==> src/hw/rtl/c8pf_pkg.sv <==
`default_nettype none
// ----------------------------------------------------------------------------
// CRC-8 packet framer package
// Shared types, constants and the CRC-8 byte update (poly 0x07, MSB first).
// ----------------------------------------------------------------------------
package c8pf_pkg;

   // Byte and result-slot types.
   typedef logic [7:0] byte_type;
   localparam int unsigned SLOT_COUNT = 4;
   localparam int unsigned SLOT_W     = $clog2(SLOT_COUNT);
   typedef logic [SLOT_W-1:0] slot_type;

   // Item mode codes.
   localparam logic MODE_HEADER  = 1'b0;
   localparam logic MODE_PAYLOAD = 1'b1;

   // Result slot positions.
   localparam slot_type SLOT_FIRST  = 2'd0;
   localparam slot_type SLOT_SECOND = 2'd1;
   localparam slot_type SLOT_THIRD  = 2'd2;
   localparam slot_type SLOT_FOURTH = 2'd3;

   // CRC constants and the start byte after reset.
   localparam byte_type CRC_POLY    = 8'h07;
   localparam byte_type CRC_TOPBIT  = 8'h80;
   localparam byte_type START_RESET = 8'hAA;

   // Eight shift steps of the CRC register for one byte that is already
   // folded into it; synthesis reduces this to an XOR network.
   function automatic byte_type crc8_byte(input byte_type value);
      byte_type c;
      c = value;
      for (int k = 0; k < 8; k++) begin
         if ((c & CRC_TOPBIT) != 8'h00) begin
            c = (c << 1) ^ CRC_POLY;
         end else begin
            c = c << 1;
         end
      end
      return c;
   endfunction

endpackage
`default_nettype wire

==> src/hw/rtl/crc8_packet_framer.sv <==
`default_nettype none
// The first result of an item passes through the result slot buffer and then the output register.
// Throughput: one result per cycle unless rsp_ready stalls the output; a payload item that
// yields one result is taken every cycle, a header holds the input while its three
// or four bytes drain from the result slot buffer one per cycle.
// Reset (synchronous, active high) closes any open frame, clears the CRC and
// empties both stages; the start byte returns to 0xAA.
// ----------------------------------------------------------------------------
// CRC-8 packet framer
// Turns header and payload items into framed bytes ending in a CRC-8/SMBUS.
// ----------------------------------------------------------------------------
module crc8_packet_framer (
   input  wire logic       clock,
   input  wire logic       reset,
   // Configuration write channel.
   input  wire logic       csr_valid,
   output logic            csr_ready,
   input  wire logic [7:0] csr_start_byte,
   // Input item channel.
   input  wire logic       req_valid,
   output logic            req_ready,
   input  wire logic       req_mode,
   input  wire logic [7:0] req_command,
   input  wire logic [7:0] req_payload_length,
   input  wire logic [7:0] req_payload_byte,
   // Result item channel.
   output logic            rsp_valid,
   input  wire logic       rsp_ready,
   output logic [7:0]      rsp_out_byte,
   output logic            rsp_is_crc,
   output logic            rsp_run_last
);

   // Configuration and frame state.
   c8pf_pkg::byte_type start_ff, start_in;
   c8pf_pkg::byte_type crc_ff, crc_in;
   c8pf_pkg::byte_type left_ff, left_in;
   logic               in_frame_ff, in_frame_in;

   // Result slot buffer filled by one accepted item.
   logic               buf_valid_ff, buf_valid_in;
   c8pf_pkg::byte_type buf_byte_ff [c8pf_pkg::SLOT_COUNT];
   c8pf_pkg::byte_type buf_byte_in [c8pf_pkg::SLOT_COUNT];
   c8pf_pkg::slot_type buf_last_ff, buf_last_in;
   c8pf_pkg::slot_type buf_idx_ff, buf_idx_in;
   logic               buf_crc_ff, buf_crc_in;

   // Output register.
   logic               rsp_valid_ff, rsp_valid_in;
   c8pf_pkg::byte_type rsp_byte_ff, rsp_byte_in;
   logic               rsp_crc_ff, rsp_crc_in;
   logic               rsp_last_ff, rsp_last_in;

   // Handshake and item decode.
   logic               out_free, buf_move, buf_done, accept, load;
   c8pf_pkg::byte_type hdr_crc, pay_crc, left_dec;

   // Handshake: the buffer takes a new item once its last byte moves out.
   assign csr_ready = 1'b1;
   assign out_free  = !rsp_valid_ff || rsp_ready;
   assign buf_move  = buf_valid_ff && out_free;
   assign buf_done  = buf_move && (buf_idx_ff == buf_last_ff);
   assign req_ready = !buf_valid_ff || buf_done;
   assign accept    = req_valid && req_ready;

   // CRC terms for a header and for a payload byte.
   assign hdr_crc  = c8pf_pkg::crc8_byte(c8pf_pkg::crc8_byte(req_command) ^ req_payload_length);
   assign pay_crc  = c8pf_pkg::crc8_byte(crc_ff ^ req_payload_byte);
   assign left_dec = left_ff - 8'd1;

   // Item processing: frame state update and result slot contents.
   always_comb begin
      start_in    = start_ff;
      crc_in      = crc_ff;
      left_in     = left_ff;
      in_frame_in = in_frame_ff;
      load        = 1'b0;
      buf_last_in = c8pf_pkg::SLOT_FIRST;
      buf_crc_in  = 1'b0;
      for (int k = 0; k < c8pf_pkg::SLOT_COUNT; k++) begin
         buf_byte_in[k] = buf_byte_ff[k];
      end
      if (csr_valid && csr_ready) begin
         start_in = csr_start_byte;
      end
      if (accept) begin
         if (req_mode == c8pf_pkg::MODE_HEADER) begin
            // A header opens a fresh frame, abandoning any open one.
            load        = 1'b1;
            crc_in      = hdr_crc;
            left_in     = req_payload_length;
            in_frame_in = (req_payload_length != 8'd0);
            buf_byte_in[c8pf_pkg::SLOT_FIRST]  = start_ff;
            buf_byte_in[c8pf_pkg::SLOT_SECOND] = req_command;
            buf_byte_in[c8pf_pkg::SLOT_THIRD]  = req_payload_length;
            buf_byte_in[c8pf_pkg::SLOT_FOURTH] = hdr_crc;
            buf_crc_in  = (req_payload_length == 8'd0);
            buf_last_in = buf_crc_in ? c8pf_pkg::SLOT_FOURTH : c8pf_pkg::SLOT_THIRD;
         end else if (in_frame_ff && left_ff != 8'd0) begin
            // A payload byte inside a frame passes through; the last one adds the CRC.
            load        = 1'b1;
            crc_in      = pay_crc;
            left_in     = left_dec;
            in_frame_in = (left_dec != 8'd0);
            buf_byte_in[c8pf_pkg::SLOT_FIRST]  = req_payload_byte;
            buf_byte_in[c8pf_pkg::SLOT_SECOND] = pay_crc;
            buf_crc_in  = (left_dec == 8'd0);
            buf_last_in = buf_crc_in ? c8pf_pkg::SLOT_SECOND : c8pf_pkg::SLOT_FIRST;
         end else begin
            // A payload byte outside a frame is dropped.
            in_frame_in = 1'b0;
         end
      end
   end

   // Slot buffer control.
   always_comb begin
      buf_valid_in = buf_valid_ff;
      buf_idx_in   = buf_idx_ff;
      if (load) begin
         buf_valid_in = 1'b1;
         buf_idx_in   = c8pf_pkg::SLOT_FIRST;
      end else if (buf_done) begin
         buf_valid_in = 1'b0;
      end else if (buf_move) begin
         buf_idx_in = buf_idx_ff + 2'd1;
      end
   end

   // Output register load from the current slot.
   always_comb begin
      rsp_valid_in = rsp_valid_ff;
      rsp_byte_in  = rsp_byte_ff;
      rsp_crc_in   = rsp_crc_ff;
      rsp_last_in  = rsp_last_ff;
      if (buf_move) begin
         rsp_valid_in = 1'b1;
         rsp_byte_in  = buf_byte_ff[buf_idx_ff];
         rsp_last_in  = (buf_idx_ff == buf_last_ff);
         rsp_crc_in   = buf_crc_ff && (buf_idx_ff == buf_last_ff);
      end else if (rsp_ready) begin
         rsp_valid_in = 1'b0;
      end
   end

   // Control registers.
   always_ff @(posedge clock) begin
      if (reset) begin
         start_ff     <= c8pf_pkg::START_RESET;
         crc_ff       <= 8'd0;
         left_ff      <= 8'd0;
         in_frame_ff  <= 1'b0;
         buf_valid_ff <= 1'b0;
         buf_idx_ff   <= c8pf_pkg::SLOT_FIRST;
         rsp_valid_ff <= 1'b0;
      end else begin
         start_ff     <= start_in;
         crc_ff       <= crc_in;
         left_ff      <= left_in;
         in_frame_ff  <= in_frame_in;
         buf_valid_ff <= buf_valid_in;
         buf_idx_ff   <= buf_idx_in;
         rsp_valid_ff <= rsp_valid_in;
      end
   end

   // Payload registers.
   always_ff @(posedge clock) begin
      for (int k = 0; k < c8pf_pkg::SLOT_COUNT; k++) begin
         buf_byte_ff[k] <= buf_byte_in[k];
      end
      if (load) begin
         buf_last_ff <= buf_last_in;
         buf_crc_ff  <= buf_crc_in;
      end
      rsp_byte_ff <= rsp_byte_in;
      rsp_crc_ff  <= rsp_crc_in;
      rsp_last_ff <= rsp_last_in;
   end

   assign rsp_valid    = rsp_valid_ff;
   assign rsp_out_byte = rsp_byte_ff;
   assign rsp_is_crc   = rsp_crc_ff;
   assign rsp_run_last = rsp_last_ff;

   // An open frame always expects at least one more payload byte.
   a_frame_count: assert property (@(posedge clock) disable iff (reset)
      in_frame_ff |-> (left_ff != 8'd0))
      else $error("open frame with zero bytes left");

   // The slot index never passes the last slot of the item.
   a_slot_range: assert property (@(posedge clock) disable iff (reset)
      buf_valid_ff |-> (buf_idx_ff <= buf_last_ff))
      else $error("slot index beyond last slot");

   // A CRC byte always closes the results of its item.
   a_crc_last: assert property (@(posedge clock) disable iff (reset)
      (rsp_valid_ff && rsp_crc_ff) |-> rsp_last_ff)
      else $error("CRC byte not marked last");

   // The final payload byte of a frame closes it.
   a_frame_close: assert property (@(posedge clock) disable iff (reset)
      (accept && req_mode == c8pf_pkg::MODE_PAYLOAD && in_frame_ff && left_ff == 8'd1)
      |=> !in_frame_ff)
      else $error("frame stayed open after its last byte");

endmodule
`default_nettype wire
==> config.mk <==
export PLATFORM = sky130hd
export DESIGN_NAME = crc8_packet_framer
export DESIGN_NICKNAME = d
export VERILOG_FILES = /design/src/hw/rtl/c8pf_pkg.sv /design/src/hw/rtl/crc8_packet_framer.sv
export SDC_FILE = /design/constraint.sdc
export NUM_CORES = 1
export LEC_CHECK = 0
export BUFFER_PORTS_ARGS = -buffer_cell sky130_fd_sc_hd__buf_2
export CAP_MARGIN = 20
export CORE_MARGIN = 2
export CORE_UTILIZATION = 53
export DETAILED_ROUTE_END_ITERATION = 8
export HOLD_SLACK_MARGIN = 0.05
export PLACE_DENSITY = 0.74
export SETUP_SLACK_MARGIN = 0.4
export SYNTH_ARGS = -nofsm -noshare
export SYNTH_HDL_FRONTEND = slang
export SYNTH_SLANG_ARGS = --single-unit
export TNS_END_PERCENT = 10
==> constraint.sdc <==
create_clock -name clock -period 6.29 [get_ports clock]
set_clock_uncertainty 0.2 [all_clocks]
set_input_delay 0.629 -clock clock [delete_from_list [all_inputs] [get_ports clock]]
set_output_delay 0.629 -clock clock [all_outputs]
set_load 0.05 [all_outputs]
==> flow_summary.ini <==
[power]
p_int_uw = 892
switchingPower_uw = 424
p_seq_frac = 0.464
total_power_mw = 1.32
p_leak_nw = 1.62
p_clk_frac = 0.251
power_frac_comb = 0.285
ir_drop_mv = 0.152
p_per_area_mw_per_mm2 = 313
switching_share = 0.322

[grt]
track_usage = 0.216
antenna_found_initial = 0
use_met3 = 0.0452
grt_util_met1 = 0.303
overflow = 0
use_met2 = 0.335
grt_pass1_wl_um = 12400
grt_max_degree = 50
grt_pass1_vias = 2424
grt_busiest_layer = met2

[floorplanning]
die_y_um = 87.8
die_width_um = 87.8
rows = 30
core-area_mm2 = 0.00679
dieArea_mm2 = 0.00771
initial_core_util = 0.548
io-pin-count = 51

[final_layout]
final_layout_size_suffix_gt1_frac = 0.253
antenna_cells = 0
area_growth_pct = 12.9
regArea_mm2 = 0.00190
nets = 398
fillers = 518
multi_input_area_mm2 = 0.00169
final_core_util = 0.619
final_cell_count_no_fill = 459

[clocking]
numCtsBuffers = 9
cts.clk_slew.worst_paths_ns = 0.08
htree_levels = 3
post_cts_buffers = 0
cts.hold.buffers_added = 0
ctsResizeCount = 0
cts_max_path_buffers = 2
clockRootBuffer = clkbuf_8
cts_tree = yes
cts_sinks = 73
clk_latency_ns = 0.34

[detailed_routing]
drt_wl_total_um = 7510
route.antenna.remaining_nets = 0
drt_pre_antenna_iters = 4
drc = 0
drtIter0Drc = 228
wl_per_cell_um = 16.4
routed_via_density = 5.40
num_vias = 2477

[setup_path]
critPathMaxStageDelay_ns = 0.72
worst_path_max_delay_cell = dfxtp_1
worstPathMaxFanout = 41
cp-startpoint = buf_idx_ff[0]
end_kind = register
critPathLaunchType = register
r2r_start = buf_idx_ff[0]
path_class = register to register
cp_top_family = compound AO/OA/AOI/OAI gates
crit_arrival_ns = 3.12
crit_chain = xor2_1 -> o41a_1 -> a21o_2 -> inv_2 -> o21ai_0 -> a221oi_1
crit_buf_inv = 1
critPathRequiredTime_ns = 6.34

[timing]
hold_violations = 0
final_max_slew_viol_count = 0
fin_crit_sh = 0.488
tightest_slew_ns = 0.935
slew_headroom = 0.376
fmax_ghz = 0.326
setup_violations = 0
setup_tns_ns = 0
rsz0062_at_grt = false
period_needed_ns = 3.07

[synth]
synth-async-reset-ratio = 0
synth-edff-count = 44
yosysSeqAreaShare = 0.511
netlist.area_leader.share = 0.355
synth_fp_nets = 352
yosys_warnings = 0
synth_top_area_cell = edfxtp_1
synth_ff_type = edfxtp_1
synth_seq_cells = 73
netlist_area_mm2 = 0.00372
netlist_instances = 312
avgSynthCellArea_um2 = 11.9
synthTopCellsByArea = edfxtp_1 (36%), dfxtp_1 (16%), xnor2_1 (8.2%)
synth_cell_type_count = 46

[worst_hold_path]
hp-start = crc_ff[4]
hold_class = register to register

[placement]
place_inst = 442
gp_congestion = 0.855
portBuffers = 49
dpl.hpwl_um = 5420

[job]
max_cap_violations = 0

[status]
run_status = completed
==> area by class of cell <==
cell class | count | area share
sequential | 73 | 0.453
timing repair buffer | 50 | 0.0601
multi-input combinational | 209 | 0.403
tap | 96 | 0.0286
clock inverter | 7 | 0.0131
clock buffer | 9 | 0.0295
inverter | 15 | 0.0134
==> power groups by stage <==
stage	logic, mW	clock network, mW	registers [mW]
after floorplan	0.271	0	0.632
after detailed placement	0.370	0	0.621
final	0.375	0.331	0.611
after global routing	0.408	0.356	0.617
after CTS	0.373	0.339	0.611
after global placement	0.361	0	0.620
==> path summary, 6_finish.rpt <==
| check | end | slack [ns] | cells after the start |
|---|---|---|---|
| min | crc_ff[4] | 0.28 | 2 |
| max reg2reg | left_ff[0] | 3.22 | 6 |
| min reg2reg | crc_ff[4] | 0.28 | 2 |
| max | left_ff[0] | 3.22 | 6 |
==> kinds of logic (layout without fill, tap and decap cells) <==
family,after synthesis,after routing,synth area share
compound gates,54,54,0.0901
xor+xnor,56,56,0.167
fa+ha+maj,2,2,0.00672
buf+inv,30,81,0.0340
flops,73,73,0.511
mux,27,27,0.103
other cells,1,1,0.00101
simple gates,69,69,0.0868
==> worst reg2reg max path, delay by kind of cell (launching register included) <==
family	cells	cell delay, ns
flip-flops	1	0.72
AO/OA/AOI/OAI	4	1.29
buffers and inverters	1	0.58
XOR/XNOR	1	0.18
==> synth_stat cells, types with 7 or more instances <==
master and instances:
xor2_1 11, nor2_1 16, clkbuf_1 7, inv_1 13, a21oi_1 18, nand2_1 26
edfxtp_1 44, mux2_2 10, mux2i_1 9, o21ai_0 15, mux4_2 8, xnor2_1 35
dfxtp_1 29
==> cell usage in the layout, fill, tap and decap left out, drive strengths merged, types with 4 or more instances in the layout <==
cell type,Yosys,layout
o21a,5,5
o21ai,15,15
clkinv,1,5
nor3,5,5
nand3,4,4
a21oi,18,18
xnor2,38,38
mux2,10,10
dfxtp,29,29
mux4,8,8
o211ai,6,6
inv,14,16
clkbuf,7,9
nand2b,5,5
edfxtp,44,44
nand2,26,26
xor2,11,11
buf,8,50
nor2,16,16
mux2i,9,9
nor4,4,4
xnor3,6,6
==> registers in the layout, summed over array words and instances, names as in the netlist <==
name          flops
rsp_out_byte      8
buf_last_ff       2
start_ff          8
rsp_run_last      1
buf_valid_ff      1
buf_idx_ff        2
in_frame_ff       1
rsp_is_crc        1
buf_byte_ff      32
rsp_valid         1
left_ff           8
crc_ff            8
==> metal layers <==
layer | up-vias | share of wire
met5 | - | 0
li1 | 1202 | -
met2 | 103 | 0.47
met1 | 1158 | 0.43
met4 | 0 | 0.022
met3 | 14 | 0.075
==> metrics by stage <==
step           instance area, µm²  hold slack [ns]  setup slack, ns
2_1_floorplan                3720            0.237             3.51
3_3_place_gp                 4020            0.251             3.30
3_5_place_dp                 4020            0.264             3.19
4_1_cts                      4200            0.279             3.17
5_1_grt                      4200            0.301             2.90
6_report                     4200            0.276             3.22
(Power assumes the default switching activity.)
